`src/rtl/core/brw_pkg.sv`:
```
// Shared types and constants for the base relocation walker.
// No dependencies; every other file of the block imports this package.
package brw_pkg;

  // Reset values of the configuration registers.
  localparam logic [63:0] LOAD_BASE_RST      = 64'h0000_0000_0800_0000;
  localparam logic [63:0] PREFERRED_BASE_RST = 64'h0;

  // Configuration register indexes.
  localparam logic CFG_LOAD_BASE      = 1'b0;
  localparam logic CFG_PREFERRED_BASE = 1'b1;

  // Result status codes.
  localparam logic [1:0] ST_NONE      = 2'd0;
  localparam logic [1:0] ST_PATCH     = 2'd1;
  localparam logic [1:0] ST_BAD_TYPE  = 2'd2;
  localparam logic [1:0] ST_MALFORMED = 2'd3;

  // Relocation entry types.
  localparam logic [3:0] TYPE_ABSOLUTE = 4'd0;
  localparam logic [3:0] TYPE_DIR64    = 4'd10;

  // Block header length in bytes.
  localparam logic [31:0] HEADER_BYTES = 32'd8;

  // Walk phases.
  localparam logic [2:0] PH_PAGE_LO = 3'd0;
  localparam logic [2:0] PH_PAGE_HI = 3'd1;
  localparam logic [2:0] PH_SIZE_LO = 3'd2;
  localparam logic [2:0] PH_SIZE_HI = 3'd3;
  localparam logic [2:0] PH_ENTRY   = 3'd4;

  // Classified halfword handed from the decoder to the address stage.
  typedef struct packed {
    logic [1:0]  status;
    logic [31:0] page;
    logic [11:0] offset;
    logic [3:0]  bad_type;
    logic        failed;
    logic        done;
  } brw_rec_t;

  localparam int unsigned REC_W = $bits(brw_rec_t);

endpackage

```
`src/rtl/core/brw_front.sv`:
```
// Decoder of the relocation walker: holds the walk state and classifies each halfword.
// Depends on brw_pkg.
module brw_front
  import brw_pkg::*;
(
  input  logic        clk,
  input  logic        rst_n,
  input  logic        delta_nz,
  input  logic        in_valid,
  output logic        in_ready,
  input  logic [15:0] in_half_word,
  input  logic        in_end_of_directory,
  output logic        rec_valid,
  input  logic        rec_ready,
  output brw_rec_t    rec
);

  logic [2:0]  phase_r, phase_nxt;
  logic [31:0] page_r, page_nxt;
  logic [30:0] entries_r, entries_nxt;
  logic        stopped_r, stopped_nxt;
  logic        error_r, error_nxt;
  logic [15:0] size_lo_r, size_lo_nxt;

  logic [31:0] size;
  logic [31:0] body_bytes;
  logic [3:0]  etype;
  logic        accept;

  assign in_ready  = rec_ready;
  assign rec_valid = in_valid;
  assign accept    = in_valid && rec_ready;

  assign size       = {in_half_word, size_lo_r};
  assign body_bytes = size - HEADER_BYTES;
  assign etype      = in_half_word[15:12];

  // Walk state update and classification of the current halfword.
  always_comb begin
    phase_nxt    = phase_r;
    page_nxt     = page_r;
    entries_nxt  = entries_r;
    stopped_nxt  = stopped_r;
    error_nxt    = error_r;
    size_lo_nxt  = size_lo_r;
    rec.status   = ST_NONE;
    rec.page     = page_r;
    rec.offset   = in_half_word[11:0];
    rec.bad_type = 4'd0;
    if (delta_nz && !stopped_r) begin
      case (phase_r)
        PH_PAGE_LO: begin
          page_nxt  = {16'd0, in_half_word};
          phase_nxt = PH_PAGE_HI;
        end
        PH_PAGE_HI: begin
          page_nxt  = {in_half_word, page_r[15:0]};
          phase_nxt = PH_SIZE_LO;
        end
        PH_SIZE_LO: begin
          size_lo_nxt = in_half_word;
          phase_nxt   = PH_SIZE_HI;
        end
        PH_SIZE_HI: begin
          phase_nxt = PH_PAGE_LO;
          if (size == 32'd0) begin
            stopped_nxt = 1'b1;
          end else if (size < HEADER_BYTES || size[0]) begin
            rec.status  = ST_MALFORMED;
            error_nxt   = 1'b1;
            stopped_nxt = 1'b1;
          end else begin
            entries_nxt = body_bytes[31:1];
            if (body_bytes[31:1] != 31'd0) begin
              phase_nxt = PH_ENTRY;
            end
          end
        end
        default: begin
          // Entry halfword: padding, a 64-bit patch, or an unsupported type.
          if (etype == TYPE_ABSOLUTE) begin
            rec.status = ST_NONE;
          end else if (etype == TYPE_DIR64) begin
            rec.status = ST_PATCH;
          end else begin
            rec.status   = ST_BAD_TYPE;
            rec.bad_type = etype;
            error_nxt    = 1'b1;
            stopped_nxt  = 1'b1;
          end
          if (entries_r != 31'd0) begin
            entries_nxt = entries_r - 31'd1;
          end
          if (stopped_nxt || entries_nxt == 31'd0) begin
            phase_nxt = PH_PAGE_LO;
          end
        end
      endcase
    end
    rec.failed = delta_nz && error_nxt;
    rec.done   = in_end_of_directory;
  end

  // Walk state registers; the end of a directory returns them to reset.
  always_ff @(posedge clk) begin
    if (!rst_n) begin
      phase_r   <= PH_PAGE_LO;
      page_r    <= 32'd0;
      entries_r <= 31'd0;
      stopped_r <= 1'b0;
      error_r   <= 1'b0;
      size_lo_r <= 16'd0;
    end else if (accept) begin
      if (in_end_of_directory) begin
        phase_r   <= PH_PAGE_LO;
        page_r    <= 32'd0;
        entries_r <= 31'd0;
        stopped_r <= 1'b0;
        error_r   <= 1'b0;
        size_lo_r <= 16'd0;
      end else begin
        phase_r   <= phase_nxt;
        page_r    <= page_nxt;
        entries_r <= entries_nxt;
        stopped_r <= stopped_nxt;
        error_r   <= error_nxt;
        size_lo_r <= size_lo_nxt;
      end
    end
  end

endmodule

```
`src/rtl/core/brw_fifo.sv`:
```
// Small register queue between the decoder and the address stage.
// Depends on brw_pkg for the default record width REC_W.
module brw_fifo
  import brw_pkg::*;
#(
  parameter int unsigned DEPTH = 2,
  parameter int unsigned WIDTH = REC_W
) (
  input  logic             clk,
  input  logic             rst_n,
  input  logic             push_valid,
  output logic             push_ready,
  input  logic [WIDTH-1:0] push_data,
  output logic             pop_valid,
  input  logic             pop_ready,
  output logic [WIDTH-1:0] pop_data
);

  localparam int unsigned PW = (DEPTH > 1) ? $clog2(DEPTH) : 1;
  localparam int unsigned CW = $clog2(DEPTH + 1);

  logic [WIDTH-1:0] mem_r [DEPTH];
  logic [PW-1:0]    wr_ptr_r, rd_ptr_r;
  logic [CW-1:0]    count_r;
  logic             push, pop;

  assign push_ready = (count_r != CW'(DEPTH));
  assign pop_valid  = (count_r != '0);
  assign pop_data   = mem_r[rd_ptr_r];
  assign push       = push_valid && push_ready;
  assign pop        = pop_valid && pop_ready;

  // Storage write.
  always_ff @(posedge clk) begin
    if (push) begin
      mem_r[wr_ptr_r] <= push_data;
    end
  end

  // Pointers and fill count.
  always_ff @(posedge clk) begin
    if (!rst_n) begin
      wr_ptr_r <= '0;
      rd_ptr_r <= '0;
      count_r  <= '0;
    end else begin
      if (push) begin
        wr_ptr_r <= (wr_ptr_r == PW'(DEPTH - 1)) ? '0 : wr_ptr_r + 1'b1;
      end
      if (pop) begin
        rd_ptr_r <= (rd_ptr_r == PW'(DEPTH - 1)) ? '0 : rd_ptr_r + 1'b1;
      end
      if (push && !pop) begin
        count_r <= count_r + 1'b1;
      end else if (pop && !push) begin
        count_r <= count_r - 1'b1;
      end
    end
  end

endmodule

```
`src/rtl/core/brw_back.sv`:
```
// Address stage of the relocation walker: forms the patch address and holds the result.
// Depends on brw_pkg.
module brw_back
  import brw_pkg::*;
(
  input  logic        clk,
  input  logic        rst_n,
  input  logic [63:0] load_base,
  input  logic        rec_valid,
  output logic        rec_ready,
  input  brw_rec_t    rec,
  output logic        out_valid,
  input  logic        out_ready,
  output logic [1:0]  out_status,
  output logic [63:0] out_patch_address,
  output logic [3:0]  out_bad_type,
  output logic        out_failed,
  output logic        out_done_res
);

  logic        valid_r;
  logic [1:0]  status_r;
  logic [63:0] addr_r, addr_nxt;
  logic [3:0]  bad_type_r;
  logic        failed_r;
  logic        done_r;
  logic        take;

  assign rec_ready = !valid_r || out_ready;
  assign take      = rec_valid && rec_ready;

  // Patch address is load base plus page plus offset, wrapping at 64 bits; zero for other results.
  always_comb begin
    addr_nxt = 64'd0;
    if (rec.status == ST_PATCH) begin
      addr_nxt = load_base + {32'd0, rec.page} + {52'd0, rec.offset};
    end
  end

  always_ff @(posedge clk) begin
    if (!rst_n) begin
      valid_r <= 1'b0;
    end else if (rec_ready) begin
      valid_r <= rec_valid;
    end
  end

  // Result payload register.
  always_ff @(posedge clk) begin
    if (take) begin
      status_r   <= rec.status;
      addr_r     <= addr_nxt;
      bad_type_r <= rec.bad_type;
      failed_r   <= rec.failed;
      done_r     <= rec.done;
    end
  end

  assign out_valid         = valid_r;
  assign out_status        = status_r;
  assign out_patch_address = addr_r;
  assign out_bad_type      = bad_type_r;
  assign out_failed        = failed_r;
  assign out_done_res      = done_r;

endmodule

```
`src/rtl/core/base_relocation_walker.sv`:
```
// Base relocation walker: one request per halfword in, one result per halfword out.
// Each accepted halfword is registered first in the queue and then in the address register.
// Throughput: one halfword per cycle while the queue has room to take it.
// The two-entry queue lets the decoder keep taking requests while a result waits.
// Synchronous active-low reset clears the walk, the queue and the result stage and
// restores the configuration registers to their reset values. Depends on brw_pkg.
module base_relocation_walker
  import brw_pkg::*;
#(
  parameter int unsigned QUEUE_DEPTH = 2
) (
  input  logic        clk,
  input  logic        rst_n,
  input  logic        cfg_we,
  input  logic        cfg_index,
  input  logic [63:0] cfg_wdata,
  input  logic        in_valid,
  output logic        in_ready,
  input  logic [15:0] in_half_word,
  input  logic        in_end_of_directory,
  output logic        out_valid,
  input  logic        out_ready,
  output logic [1:0]  out_status,
  output logic [63:0] out_patch_address,
  output logic [3:0]  out_bad_type,
  output logic        out_failed,
  output logic        out_done_res
);

  logic [63:0] load_base_r;
  logic [63:0] preferred_base_r;
  logic        delta_nz;

  logic        f_valid, f_ready;
  brw_rec_t    f_rec;
  logic        q_valid, q_ready;
  logic [REC_W-1:0] q_data;
  brw_rec_t    q_rec;

  // Configuration registers.
  always_ff @(posedge clk) begin
    if (!rst_n) begin
      load_base_r      <= LOAD_BASE_RST;
      preferred_base_r <= PREFERRED_BASE_RST;
    end else if (cfg_we) begin
      case (cfg_index)
        CFG_LOAD_BASE:      load_base_r      <= cfg_wdata;
        CFG_PREFERRED_BASE: preferred_base_r <= cfg_wdata;
        default:            load_base_r      <= load_base_r;
      endcase
    end
  end

  // A zero delta leaves the walk untouched.
  assign delta_nz = (load_base_r != preferred_base_r);

  brw_front u_front (
    .clk                 (clk),
    .rst_n               (rst_n),
    .delta_nz            (delta_nz),
    .in_valid            (in_valid),
    .in_ready            (in_ready),
    .in_half_word        (in_half_word),
    .in_end_of_directory (in_end_of_directory),
    .rec_valid           (f_valid),
    .rec_ready           (f_ready),
    .rec                 (f_rec)
  );

  brw_fifo #(
    .DEPTH (QUEUE_DEPTH),
    .WIDTH (REC_W)
  ) u_fifo (
    .clk        (clk),
    .rst_n      (rst_n),
    .push_valid (f_valid),
    .push_ready (f_ready),
    .push_data  (f_rec),
    .pop_valid  (q_valid),
    .pop_ready  (q_ready),
    .pop_data   (q_data)
  );

  assign q_rec = brw_rec_t'(q_data);

  brw_back u_back (
    .clk               (clk),
    .rst_n             (rst_n),
    .load_base         (load_base_r),
    .rec_valid         (q_valid),
    .rec_ready         (q_ready),
    .rec               (q_rec),
    .out_valid         (out_valid),
    .out_ready         (out_ready),
    .out_status        (out_status),
    .out_patch_address (out_patch_address),
    .out_bad_type      (out_bad_type),
    .out_failed        (out_failed),
    .out_done_res      (out_done_res)
  );

endmodule

```
`config.mk`:
```
export PLATFORM = sky130hd
export DESIGN_NAME = base_relocation_walker
export DESIGN_NICKNAME = d
export VERILOG_FILES = /design/src/rtl/core/brw_pkg.sv /design/src/rtl/core/brw_front.sv /design/src/rtl/core/brw_fifo.sv /design/src/rtl/core/brw_back.sv /design/src/rtl/core/base_relocation_walker.sv
export SDC_FILE = /design/constraint.sdc
export NUM_CORES = 1
export LEC_CHECK = 0
export BUFFER_PORTS_ARGS = -buffer_cell sky130_fd_sc_hd__buf_4
export CORE_ASPECT_RATIO = 1.4
export CORE_MARGIN = 3
export CORE_UTILIZATION = 56
export CTS_BUF_LIST = sky130_fd_sc_hd__clkbuf_4
export CTS_CLUSTER_DIAMETER = 60
export DETAILED_ROUTE_END_ITERATION = 6
export GPL_TIMING_DRIVEN = 0
export PLACE_DENSITY = 0.82
export RECOVER_POWER = 25
export SYNTH_ARGS = -nofsm -noshare
export SYNTH_HDL_FRONTEND = slang
export SYNTH_SLANG_ARGS = --single-unit
```
`constraint.sdc`:
```
create_clock -name clk -period 8.8 [get_ports clk]
set_input_delay 1.76 -clock clk [delete_from_list [all_inputs] [get_ports clk]]
set_output_delay 1.76 -clock clk [all_outputs]
set_load 0.02 [all_outputs]
```
After elaboration in Yosys (flattened, before gate mapping)
Memories as Yosys holds them, arrays and structs flattened. A register that Yosys moved wholly into a read port is not among the register bits.
Index checks and enable logic that the tools add are counted.

operators by class
  add/subtract/negate cells = 8
  order comparisons = 1
  equality and inequality tests = 12
  muxes and demuxes = 55
  bitwise gates (word level) = 1
  reductions and logical operators = 36

operator list
  kind                                                                            number
  31-bit 2-to-1 mux                                                               7
  64-bit by 12-bit adder with 64-bit output                                       1
  64-bit by 32-bit adder with 64-bit output                                       1
  32-bit 2-to-1 mux                                                               2
  64-bit != test                                                                  1
  32-bit case mux with 2 select lines                                             1
  31-bit case mux with 2 select lines                                             1
  31-bit nonzero test                                                             2
  16-bit 2-to-1 mux                                                               3
  32-bit logical NOT                                                              1
  32-bit by 4-bit less-than comparator with 1-bit output (second input constant)  1
  32-bit by 4-bit subtractor with 32-bit output (second input constant)           1
  31-bit logical NOT                                                              1
  31-bit by 1-bit subtractor with 31-bit output (second input constant)           1
  1-bit 2-to-1 mux                                                                20
  3-bit 2-to-1 mux                                                                6
  4-bit 2-to-1 mux                                                                4
  2-bit 2-to-1 mux                                                                7
  3-bit case mux with 4 select lines                                              1
  2-bit nonzero test                                                              5
  3-bit AND reduction                                                             3
  4-bit AND reduction                                                             2
  3-bit by 2-bit equality test with 1-bit output (second input constant)          2
  1-bit logical AND                                                               6
  23 further kinds                                                                33

word-level totals
  bits in registers = 289
  bits in writable memories = 104
  output and inout bits = 74
  memories kept = 1

memories
  name          words  width  rd ports  clocked after memory_dff  write ports  RTL line        text
  u_fifo.mem_r  2      52     1         1                         1            brw_fifo.sv:22  logic [WIDTH-1:0] mem_r [DEPTH];

Longest topological paths before layout
Gate-level depths: netlist of the first run.

  word-level depth = 10
  gate-level depth with buffers = 16
  gate-level depth less buffers = 14

Cells and area by module
From an unflattened synthesis of the first run, not the netlist that was laid out.

unflattened totals
  cells, all modules = 2106
  area, all modules = 20722.4 sq um

modules (own cells, without submodules)
  module                  instances  cells an instance  area each (sq um)  sequential area each (sq um)
  brw_back                1          549                5642.9             2182.1
  brw_front               1          729                5642.9             1681.6
  base_relocation_walker  1          642                5442.7             2562.5
  brw_fifo                1          186                3993.8             3223.1

Least setup slack after synthesis of the first run
OpenSTA, ideal clock, no wires.

  kind = input -> register
  start = input port out_ready
  end = register u_fifo.count_r[1]
  setup time = 0.076 ns
  arrival = 5.965 ns
  data required time = 8.724 ns
  setup slack = 2.760 ns
  cell stages on the path = 6
  path buffers = 0
  path through = nor2b_1 nor2_1 inv_1 ha_1 or3_1 a21boi_0

on the way
  longest elaborated chain between the ends = 5
  elaborated cells between the ends (all ways) = 7

ends and longest elaborated chain
  item                                                           RTL line                      text
  start, declared                                                base_relocation_walker.sv:22  input logic out_ready,
  1-bit logical OR *                                             brw_back.sv:29                assign rec_ready = !valid_r || out_ready;
  1-bit logical AND *                                            -
  named net u_back.take                                          brw_back.sv:27                logic take;
  1-bit logical NOT                                              brw_fifo.sv:53                if (push && !pop) begin
  1-bit logical AND                                              brw_fifo.sv:53
  2-bit 2-to-1 mux / 2-bit nonzero test (equally long branches)  -
  end signal, assigned                                           brw_fifo.sv:54                count_r <= count_r + 1'b1;
  end signal, assigned                                           brw_fifo.sv:56                count_r <= count_r - 1'b1;
  end, declared                                                  brw_fifo.sv:24                logic [CW-1:0] count_r;

The timed path passes the listed nets; every way through them passes the cells marked *.
A chain may end at the register's enable or synchronous reset.

==> reports/summary.md, run 1 <==
Outcome
* result of the run: complete, but fails checks
* violations in the final reports: max-capacitance violations, max-slew violations

Worst setup path
* critical path endpoint category: flip-flop
* number of cells on the worst reg-to-reg path: 15
* CP Capture Point: u_back.out_patch_address[61]$_SDFFCE_PP0P_
* type of origin of the critical path: flip-flop
* highest fanout seen on the critical path: 10
* capturing point of the worst reg2reg path: u_back.out_patch_address[61]$_SDFFCE_PP0P_
* arrival time at the worst endpoint: 7.01 ns
* register-to-register path setup slack: 2.34 ns
* endpoint required time on the critical path: 9.35 ns
* critical path class: flip-flop to flip-flop

Clock tree
* clock tree root driver cell: sky130_fd_sc_hd__clkbuf_4
* worst-skew pair later-pin latency: 0.82 ns
* Resized cells post-CTS: 0
* count of hold buffers inserted by post-cts repair: 0
* CTS Buffer Depth: 3
* clock-pin transition on the worst setup and hold timing paths: 0.07 ns
* sinks on the clock net: 394
* number of H-tree levels: 3
* TritonCTS clock tree: built
* total clock buffers created by CTS: 93
* buffers inserted during post-CTS setup optimization: 0

Floorplan
* Die Width: 166 µm
* die span in y: 231 µm
* core area: 35300 µm²
* full die area: 38400 µm²
* I/O pin cnt: 161
* initial cell density of the core: 57.2%
* number of core rows: 81

Synthesis
* Yosys Warn Count: 0
* biggest area consumer among synthesized cells: sky130_fd_sc_hd__edfxtp_1
* fraction of the yosys area taken by sequential cells: 47.8%
* cell with the most instances after synthesis: sky130_fd_sc_hd__nand2_1
* share of flip-flops with an asynchronous set or reset: 0%
* top-area cell type share of the netlist area: 26.2%
* most area-consuming cells after synthesis: sky130_fd_sc_hd__edfxtp_1 26%, sky130_fd_sc_hd__dfxtp_1 22%, sky130_fd_sc_hd__nand2_1 6.7%, sky130_fd_sc_hd__a21boi_0 5.6%, sky130_fd_sc_hd__xnor2_1 5.2%
* number of flops mapped to enable cells by yosys: 176
* post-synthesis sequential element count: 394
* synthesized instance count: 2087
* most frequent cells after synthesis: 359 x sky130_fd_sc_hd__nand2_1, 218 x sky130_fd_sc_hd__dfxtp_1, 176 x sky130_fd_sc_hd__edfxtp_1
* summed instance area of the synthesized netlist: 20200 µm²
* number of distinct library cell variants in the gate-level netlist after synthesis: 72
* Avg Inst Size Synth: 9.67 µm²
* most used flip-flop cell after synthesis: sky130_fd_sc_hd__dfxtp_1
* Synth Net Count: 2244

Power and ir drop
* Total Power: 7.82 mW
* total power divided by cell area: 338 nW/µm²
* Peak VDD IR: 0.415 mV
* leakage power: 8.69 nW

Timing
* Worst-Margin Slew: 2.27 ns
* worst slew slack as a fraction of its limit: -51.7%
* setup repair after global routing missed its margin: no
* final-report setup violation count: 0
* final-report hold violation count: 0
* worst hold slack: 0.448 ns
* ratio of final minimum period to clock period: 73.4%
* max frequency: 0.155 GHz
* final sum of negative setup slack: 0 ns
* clock period minus worst slack: 6.46 ns
* clock skew: 0.0605 ns
* Max Transition Viols Final: 72

Route
* iteration count of the initial detailed-routing pass: 7
* number of design-rule violations left by the first detailed-router iteration: 1284
* total vias in the final route: 16800
* wire per inst: 21.4 µm
* number of design rule violations left after detail routing: 0
* number of antenna-violating nets in the routed design: 0
* wirelength, routed: 61.7 mm
* detail-routed via count per cell: 5.82

Placement
* count of buffers inserted at the top-level ports: 157
* HPWL after DPL: 47.4 mm
* placer's final routability congestion estimate: 0.991

Job
* number of violations of the max-capacitance limit: 2

Min path
* kind of path behind the tightest hold check: flip-flop to flip-flop

GRT
* global-route usage over all layers: 31.3%
* wire length of the first global-routing pass: 93.0 mm
* leftover overflow at the end of global routing: 0
* largest net degree at the start of global routing: 41
* initial antenna violation count: 2
* number of global-route vias before repair: 17000

Cells and area
* relative area change from synthesis to final layout: 14.7%
* Final Core Density: 65.6%
* nets@finish: 2500
* proportion of layout cells with a drive suffix above 1: 15.5%

[logic make-up (layout without fill, tap and decap cells)]
group	Yosys count	in the layout	synth area share, %
buf+inv	150	483	3.02
compound gates	407	407	14.1
fa+ha+maj	70	70	4.82
other cells	0	4	0
simple gates	842	842	19.8
mux	57	57	3.14
xor+xnor	167	167	7.25
flops	394	394	47.8
[flip-flops by register name, indices dropped and copies added (netlist names), named ones only]
register                  count
u_back.out_status             2
u_back.out_bad_type           4
u_front.error_r               1
u_fifo.count_r                2
u_front.size_lo_r            16
load_base_r                  64
u_fifo.mem_r                104
u_front.page_r               32
u_back.out_done_res           1
u_front.phase_r               3
u_fifo.rd_ptr_r               1
u_fifo.wr_ptr_r               1
u_front.stopped_r             1
u_back.out_valid              1
preferred_base_r             64
u_front.entries_r            31
u_back.out_patch_address     64
u_back.out_failed             1
[layout by cell type (no fill, tap or decap), types with 42 or more instances in the layout]
cell type                  synthesis  routed
sky130_fd_sc_hd__a21oi_1          67      67
sky130_fd_sc_hd__clkbuf_4          0     137
sky130_fd_sc_hd__nand2_1         359     359
sky130_fd_sc_hd__dfxtp_1         218     218
sky130_fd_sc_hd__mux2_2           50      48
sky130_fd_sc_hd__edfxtp_1        176     176
sky130_fd_sc_hd__or3_1            42      42
sky130_fd_sc_hd__xor2_1           46      46
sky130_fd_sc_hd__a21boi_0        151     151
sky130_fd_sc_hd__ha_1             57      57
sky130_fd_sc_hd__xnor2_1         121     121
sky130_fd_sc_hd__buf_4             3     145
sky130_fd_sc_hd__nor2_1          152     151
sky130_fd_sc_hd__clkbuf_1         98     113
[worst max-delay path, cell delays in order, from the launching register on]
cell and delay (ns):
sky130_fd_sc_hd__dfxtp_1 0.31, sky130_fd_sc_hd__clkbuf_1 0.42, sky130_fd_sc_hd__clkbuf_1 0.68, sky130_fd_sc_hd__mux2_2 0.44
sky130_fd_sc_hd__fa_1 0.51, sky130_fd_sc_hd__ha_1 0.20, sky130_fd_sc_hd__fa_1 0.26, sky130_fd_sc_hd__a211oi_1 0.11
sky130_fd_sc_hd__o21ai_0 0.51, sky130_fd_sc_hd__a21oi_1 0.38, sky130_fd_sc_hd__nor4_1 0.67, sky130_fd_sc_hd__o31ai_1 0.29
sky130_fd_sc_hd__a21oi_1 0.92, sky130_fd_sc_hd__nand3_1 0.22, sky130_fd_sc_hd__xor2_1 0.21, sky130_fd_sc_hd__nor2_1 0.06
[layer usage]
layer,share of wire (%),vias to the layer above,track usage [%]
met3,5.2,213,5.05
met4,7.9,0,23.9
met1,35,7946,31.6
li1,-,7958,-
met5,0,-,0
met2,52,647,57.2
[power by group]
group | total (mW) | internal [mW] | switching [mW] | leakage (nW)
clock | 1.50 | 0.741 | 0.756 | 0.719
combinational | 3.84 | 1.44 | 2.41 | 4.49
sequential | 2.48 | 2.30 | 0.175 | 3.48
total | 7.82 | 4.48 | 3.34 | 8.69
[through the flow]
step           worst slack [ns]  std cells  instance area (µm²)
2_1_floorplan              2.76       2087                20200
3_3_place_gp               1.27       2700                21900
3_5_place_dp               2.31       2704                22000
4_1_cts                    2.29       2876                23200
5_1_grt                    2.06       2880                23100
6_report                   2.34       2880                23100
[cell type report]
class                      count  area, µm²
fill                        2903      12100
multi-input combinational   1543       9930
sequential                   394       9650
timing repair buffer         161       1180
clock buffer                 135       1010
tap                          456        571
buffer                       121        502
clock inverter                37        183
inverter                      29        109
antenna                        4       10.0
[worst min-delay path by stage]
stage                                               start                             to  slack (ns)  cells after the start
after floorplan           u_front.page_r[16]$_SDFFE_PN0P_  u_fifo.mem_r[0][34]$_DFFE_PP_        0.42                      0
after global placement    u_front.page_r[17]$_SDFFE_PN0P_  u_fifo.mem_r[0][35]$_DFFE_PP_        0.43                      0
after detailed placement  u_front.page_r[18]$_SDFFE_PN0P_  u_fifo.mem_r[1][36]$_DFFE_PP_        0.43                      0
after CTS                  u_front.page_r[3]$_SDFFE_PN0P_  u_fifo.mem_r[1][21]$_DFFE_PP_        0.45                      0
after global routing       u_front.page_r[3]$_SDFFE_PN0P_  u_fifo.mem_r[1][21]$_DFFE_PP_        0.46                      0
final                      u_front.page_r[3]$_SDFFE_PN0P_  u_fifo.mem_r[1][21]$_DFFE_PP_        0.45                      0
No activity file was read; power rests on OpenSTA's default activity.
==> run 2, diff against run 1 <==
clock period = 6.05 ns   (was 8.8 ns; I/O delays follow)
==> run 2 against run 1 <==
The run still ends with max-capacitance violations, max-slew violations left. Non-clock buffer count stayed put. Clock power increased by 45%. Worst setup slack got worse by 2.1 ns. Global-route usage barely moved. Worst hold slack got worse by 0.0024 ns. Critical endpoint unchanged. Largest power group unchanged. Highest routed layer unchanged.
==> reports/summary.md, run 2 (synthesis results as in run 1) <==
Worst setup path
* family with the most delay on the worst path: compound AO/OA/AOI/OAI gates
* cell with the largest stage delay on the worst path: sky130_fd_sc_hd__nor4_1
* endpoint required time on the critical path: 6.58 ns, -2.77 ns
* critical path endpoint category: flip-flop
* critical path class: flip-flop to flip-flop
* longest individual stage delay on the worst path: 0.65 ns, -0.27 ns
* highest fanout seen on the critical path: 10, unchanged
* combined buffer and inverter count along the critical path: 2, unchanged
* type of origin of the critical path: flip-flop
* cell breakdown of the critical path: clkbuf_1, clkbuf_2, mux2_2, fa_1, ha_1, fa_1, a211oi_1, o21ai_0, a21oi_2, nor4_1, o31ai_1, a21oi_2, nand3_1, xor2_1, nor2_1
* arrival time at the worst endpoint: 6.35 ns, -0.66 ns

Clock tree
* count of hold buffers inserted by post-cts repair: 0, unchanged
* worst-skew pair later-pin latency: 0.80 ns, -0.02 ns
* number of H-tree levels: 3, unchanged
* clock-pin transition on the worst setup and hold timing paths: 0.07 ns, about the same
* buffers inserted during post-CTS setup optimization: 0, unchanged
* TritonCTS clock tree: built
* sinks on the clock net: 394, unchanged
* CTS Buffer Depth: 3, unchanged
* clock tree root driver cell: sky130_fd_sc_hd__clkbuf_4
* total clock buffers created by CTS: 93, unchanged

GRT
* number of global-route vias before repair: 16900, -0.041%
* leftover overflow at the end of global routing: 0, unchanged
* global-route usage over all layers: 31.3%, about the same
* initial antenna violation count: 2, unchanged
* largest net degree at the start of global routing: 41, unchanged
* wire length of the first global-routing pass: 92.9 mm, -0.11%

Timing
* max frequency: 0.172 GHz, +11%
* clock skew: 0.0542 ns, -0.00638 ns
* worst slew slack as a fraction of its limit: -34.0%, +18 points
* setup repair after global routing missed its margin: no
* final-report hold violation count: 0, unchanged
* final-report setup violation count: 0, unchanged
* Worst-Margin Slew: 2.01 ns, -0.264 ns
* clock period minus worst slack: 5.81 ns, -0.648 ns
* ratio of final minimum period to clock period: 96.1%, +23 points
* worst hold slack: 0.446 ns, -0.00244 ns
* Max Transition Viols Final: 70, -2.8%

Placement
* count of buffers inserted at the top-level ports: 157, unchanged
* HPWL after DPL: 47.4 mm, unchanged
* placer's final routability congestion estimate: 0.991, unchanged
* cell area after placement: 22000 µm², unchanged
* placed cell count: 2704, unchanged

Job
* number of violations of the max-capacitance limit: 2, unchanged

Power and ir drop
* leakage power: 8.70 nW, about the same
* Peak VDD IR: 0.603 mV, +45%
* total power divided by cell area: 491 nW/µm², +45%

Floorplan
* Die Width: 166 µm, unchanged
* I/O pin cnt: 161, unchanged
* core area: 35300 µm², unchanged
* die span in y: 231 µm, unchanged
* initial cell density of the core: 57.2%, unchanged
* number of core rows: 81, unchanged
* full die area: 38400 µm², unchanged

Outcome
* result of the run: complete, but fails checks
* violations in the final reports: max-capacitance violations, max-slew violations

Route
* number of design rule violations left after detail routing: 0, unchanged
* detail-routed via count per cell: 5.84, +0.36%
* number of antenna-violating nets in the routed design: 0, unchanged
* iteration count of the initial detailed-routing pass: 6, -1
* total vias in the final route: 16800, +0.33%
* wire per inst: 21.4 µm, -0.10%
* number of design-rule violations left by the first detailed-router iteration: 1269, -1.2%
* wirelength, routed: 61.6 mm, -0.14%

Cells and area
* Non-Filler Cell Area, Final: 23200 µm², about the same
* most used cells in the layout excluding fill and tap cells: 359 x sky130_fd_sc_hd__nand2_1, 218 x sky130_fd_sc_hd__dfxtp_1, 176 x sky130_fd_sc_hd__edfxtp_1
* Non-Filler Instances: 2879, -0.035%
* register with the most flip-flops: u_fifo.mem_r
* relative area change from synthesis to final layout: 14.7%, about the same
* nets@finish: 2500, unchanged
* most common cell after layout, fill and taps aside: sky130_fd_sc_hd__nand2_1
* flip-flop count of the largest register after layout: 104, unchanged
* proportion of layout cells with a drive suffix above 1: 15.7%, +0.25 points

Min path
* kind of path behind the tightest hold check: flip-flop to flip-flop

## run 2: cell types whose count changed in the layout (fill, tap and decap cells not counted), sizes merged
cell / delta
diode: -1
clkbuf: -1
buf: +1
## run 2: per-stage QoR
step           util [%]  setup TNS (ns)  power, mW  worst slack (ns)
2_1_floorplan         -               0       7.37             0.560
3_3_place_gp       62.2          -22.58       9.09            -0.926
3_5_place_dp       62.5           -7.18       9.17            -0.444
4_1_cts            65.9               0       11.3            0.0199
5_1_grt            65.7               0       12.0            0.0303
6_report           65.7               0       11.4             0.236
## run 2: final timing paths
| check | startpoint | cells after the start | to | slack (ns) |
|---|---|---|---|---|
| max | flip-flop | 15 | u_back.out_patch_address[61]$_SDFFCE_PP0P_ | 0.24 |
| min | u_front.page_r[3]$_SDFFE_PN0P_ | 0 | u_fifo.mem_r[1][21]$_DFFE_PP_ | 0.45 |
| max reg2reg | flip-flop | 15 | u_back.out_patch_address[61]$_SDFFCE_PP0P_ | 0.24 |
| min reg2reg | u_front.page_r[3]$_SDFFE_PN0P_ | 0 | u_fifo.mem_r[1][21]$_DFFE_PP_ | 0.45 |
## run 2: power breakdown
part / internal, mW / switching [mW]
logic: 2.08 / 3.50
clock network: 1.08 / 1.10
registers: 3.36 / 0.254
## run 2: final cells by class
cell class              instances  area [µm²]
clock inverters                37         183
well taps                     456         571
fillers                      2900       12100
plain buffers                 121         505
multi-input cells            1543        9950
inverters                      29         109
repair buffers                161        1170
diodes                          3        7.51
flip-flops and latches        394        9650
clock buffers                 135        1010
## run 2: what timing repair did
action	CTS	global route
endpoints found under the hold margin	0	0
setup endpoints to repair	26	24
gates resized for setup	3	7
pin swaps	0	0
## run 2: layer usage
metal / global-route usage (%) / vias up / wire length [µm]
li1: - / 7951 / -
met1: 31.6 / 7981 / 21500
met2: 57.4 / 676 / 32000
met3: 5.43 / 211 / 3370
met4: 22.9 / 0 / 4810
met5: 0 / - / 0
==> run 3, diff against run 2 <==
--- a/config.mk
+++ b/config.mk
@@ -9,3 +9,3 @@
 export CORE_ASPECT_RATIO = 1.4
-export CORE_MARGIN = 3
+export CORE_MARGIN = 2
 export CORE_UTILIZATION = 56
@@ -17,2 +17,3 @@
 export RECOVER_POWER = 25
+export SKIP_CTS_REPAIR_TIMING = 1
 export SYNTH_ARGS = -nofsm -noshare
--- a/constraint.sdc
+++ b/constraint.sdc
@@ -3,2 +3,2 @@
 set_output_delay 1.21 -clock clk [all_outputs]
-set_load 0.02 [all_outputs]
+set_load 0.01 [all_outputs]
==> run 3 against run 2 <==
The run still ends with max-capacitance violations, max-slew violations left. Power fell by 2.2%. Global-route usage rose by 0.57 points. Worst hold slack lost 0.0014 ns. Critical path depth is the same. Clock skew is 0.0046 ns higher. Count of clock-buffer cells in the layout did not move. Critical endpoint is now u_back.out_patch_address[49]$_SDFFCE_PP0P_.
==> reports/summary.md, run 3 (synthesis results as in run 1) <==
Power and ir drop
* leakage power: 8.66 nW, -0.41%
* fraction of power consumed by the clock network: 19.0%, -0.2 points
* switching fraction of total power: 41.9%, -0.83 points
* sequential power share: 32.5%, +0.8 points
* relative contribution of combinational cells to total power: 48.5%, -0.6 points
* total power divided by cell area: 481 nW/µm², -2.1%
* Internal Power: 6.47 mW, -0.76%
* net switching component of the power: 4.66 mW, -4.1%
* Peak VDD IR: 0.572 mV, -5.0%

Timing
* final-report hold violation count: 0, unchanged
* PnR worst setup slack: 0.324 ns, +0.0882 ns
* worst slew slack as a fraction of its limit: -51.6%, -18 points
* Worst-Margin Slew: 2.27 ns, +0.263 ns
* max frequency: 0.175 GHz, +1.5%
* clock period minus worst slack: 5.73 ns, -0.0882 ns
* setup repair after global routing missed its margin: no
* Max Transition Viols Final: 111, +59%
* final-report setup violation count: 0, unchanged
* ratio of final minimum period to clock period: 94.6%, -1.5 points
* clock skew: 0.0588 ns, +0.00464 ns

GRT
* global-route usage over all layers: 31.8%, +0.57 points
* number of global-route vias before repair: 16900, -0.19%
* initial antenna violation count: 2, unchanged
* wire length of the first global-routing pass: 91.1 mm, -1.9%
* leftover overflow at the end of global routing: 0, unchanged
* largest net degree at the start of global routing: 42, +2.4%

Worst setup path
* arrival time at the worst endpoint: 6.27 ns, -0.08 ns
* critical path class: flip-flop to flip-flop
* critical path endpoint category: flip-flop
* endpoint required time on the critical path: 6.59 ns, about the same
* type of origin of the critical path: flip-flop
* highest fanout seen on the critical path: 10, unchanged

Route
* wire per inst: 20.8 µm, -2.9%
* iteration count of the initial detailed-routing pass: 5, -1
* total vias in the final route: 16900, +0.32%
* number of design-rule violations left by the first detailed-router iteration: 1295, +2.0%
* detail-routed via count per cell: 5.86, +0.32%
* wirelength, routed: 59.8 mm, -2.9%
* number of design rule violations left after detail routing: 0, unchanged
* number of antenna-violating nets in the routed design: 0, unchanged

Outcome
* violations in the final reports: max-capacitance violations, max-slew violations
* result of the run: complete, but fails checks

Placement
* worst setup slack after placement: -0.227 ns, +0.217 ns
* HPWL after DPL: 45.8 mm, -3.3%
* cell area after placement: 22000 µm², about the same
* count of buffers inserted at the top-level ports: 157, unchanged
* placer's final routability congestion estimate: 1.01, +2.3%

Floorplan
* die span in y: 229 µm, -0.87%
* number of core rows: 82, +1.2%
* core area: 35700 µm², +1.2%
* I/O pin cnt: 161, unchanged
* initial cell density of the core: 56.5%, -0.70 points
* full die area: 37600 µm², -2.1%
* Die Width: 164 µm, -1.2%

Clock tree
* CTS Buffer Depth: 3, unchanged
* clock-pin transition on the worst setup and hold timing paths: 0.07 ns, about the same
* clock tree root driver cell: sky130_fd_sc_hd__clkbuf_4
* number of H-tree levels: 3, unchanged
* worst-skew pair later-pin latency: 0.80 ns, about the same
* sinks on the clock net: 394, unchanged
* total clock buffers created by CTS: 92, -1.1%
* TritonCTS clock tree: built

Cells and area
* Non-Filler Cell Area, Final: 23100 µm², -0.11%
* flip-flop count of the largest register after layout: 104, unchanged
* most used cells in the layout excluding fill and tap cells: 359 x sky130_fd_sc_hd__nand2_1, 218 x sky130_fd_sc_hd__dfxtp_1, 176 x sky130_fd_sc_hd__edfxtp_1
* register with the most flip-flops: u_fifo.mem_r
* nets@finish: 2499, -0.040%
* proportion of layout cells with a drive suffix above 1: 15.8%, +0.033 points
* relative area change from synthesis to final layout: 14.6%
* most common cell after layout, fill and taps aside: sky130_fd_sc_hd__nand2_1

Min path
* Worst Min Path Start: u_front.page_r[10]$_SDFFE_PN0P_
* kind of path behind the tightest hold check: flip-flop to flip-flop

Job
* number of violations of the max-capacitance limit: 3, +1

==> run 3: changes by cell type in the layout (fill, tap and decap cells not counted), moves of 2 or more <==
cell,change
sky130_fd_sc_hd__clkinv_1,-5
sky130_fd_sc_hd__and2_1,-2
sky130_fd_sc_hd__inv_2,-3
sky130_fd_sc_hd__and2_0,+2
sky130_fd_sc_hd__clkinvlp_4,+2
sky130_fd_sc_hd__clkbuf_1,+2
sky130_fd_sc_hd__clkbuf_2,-2
==> run 3: power groups by stage <==
stage / Sequential (mW) / Combinational [mW] / Clock, mW
floorplan: 3.74 / 3.45 / 0
global placement: 3.67 / 5.18 / 0
detailed placement: 3.65 / 5.30 / 0
CTS: 3.60 / 5.33 / 2.16
global route: 3.66 / 5.87 / 2.30
finish: 3.61 / 5.39 / 2.12
==> run 3: per-stage QoR <==
step	TNS, ns	total power, mW	util, %	instances	hold slack [ns]
after floorplan	0	7.19	-	2087	0.417
after global placement	-25.76	8.85	61.5	2706	0.427
after detailed placement	-3.14	8.96	61.7	2710	0.431
after CTS	-3.16	11.1	65.0	2877	0.430
after global routing	0	11.8	64.8	2879	0.433
final	0	11.1	64.8	2879	0.444
==> run 3: final timing paths <==
path | depth (start not counted) | slack [ns] | end
worst max-delay path | 15 | 0.32 | u_back.out_patch_address[49]$_SDFFCE_PP0P_
worst min-delay path | 0 | 0.44 | u_fifo.mem_r[1][28]$_DFFE_PP_
worst max register to register | 15 | 0.32 | u_back.out_patch_address[49]$_SDFFCE_PP0P_
worst min register to register | 0 | 0.44 | u_fifo.mem_r[1][28]$_DFFE_PP_
==> run 3: layout make-up <==
cell class | count | area (µm²)
plain buffers | 121 | 503
inverters | 29 | 109
multi-input cells | 1543 | 9960
clock buffers | 135 | 1010
well taps | 462 | 578
repair buffers | 161 | 1160
clock inverters | 32 | 161
diodes | 2 | 5.00
fillers | 2910 | 12600
flip-flops and latches | 394 | 9650
==> run 3: critical path, cell delays in order, from the launching register on <==
cell,delay (ns)
sky130_fd_sc_hd__dfxtp_1,0.30
sky130_fd_sc_hd__clkbuf_1,0.40
sky130_fd_sc_hd__clkbuf_1,0.50
sky130_fd_sc_hd__mux2_2,0.42
sky130_fd_sc_hd__fa_1,0.47
sky130_fd_sc_hd__ha_1,0.24
sky130_fd_sc_hd__fa_1,0.43
sky130_fd_sc_hd__a211oi_1,0.31
sky130_fd_sc_hd__o21ai_0,0.31
sky130_fd_sc_hd__a21oi_2,0.48
sky130_fd_sc_hd__nor4_2,0.14
sky130_fd_sc_hd__o31ai_1,0.59
sky130_fd_sc_hd__a21o_1,0.47
sky130_fd_sc_hd__nor4_1,0.13
sky130_fd_sc_hd__xnor2_1,0.22
sky130_fd_sc_hd__nor2_1,0.06
==> run 3: per-layer routing <==
metal | GRT usage, % | share of wire [%] | vias up
met5 | 0 | 0 | -
met4 | 24.7 | 8.5 | 0
met3 | 5.41 | 5.9 | 238
met2 | 57.0 | 51 | 678
met1 | 32.2 | 35 | 8001
li1 | - | - | 7955
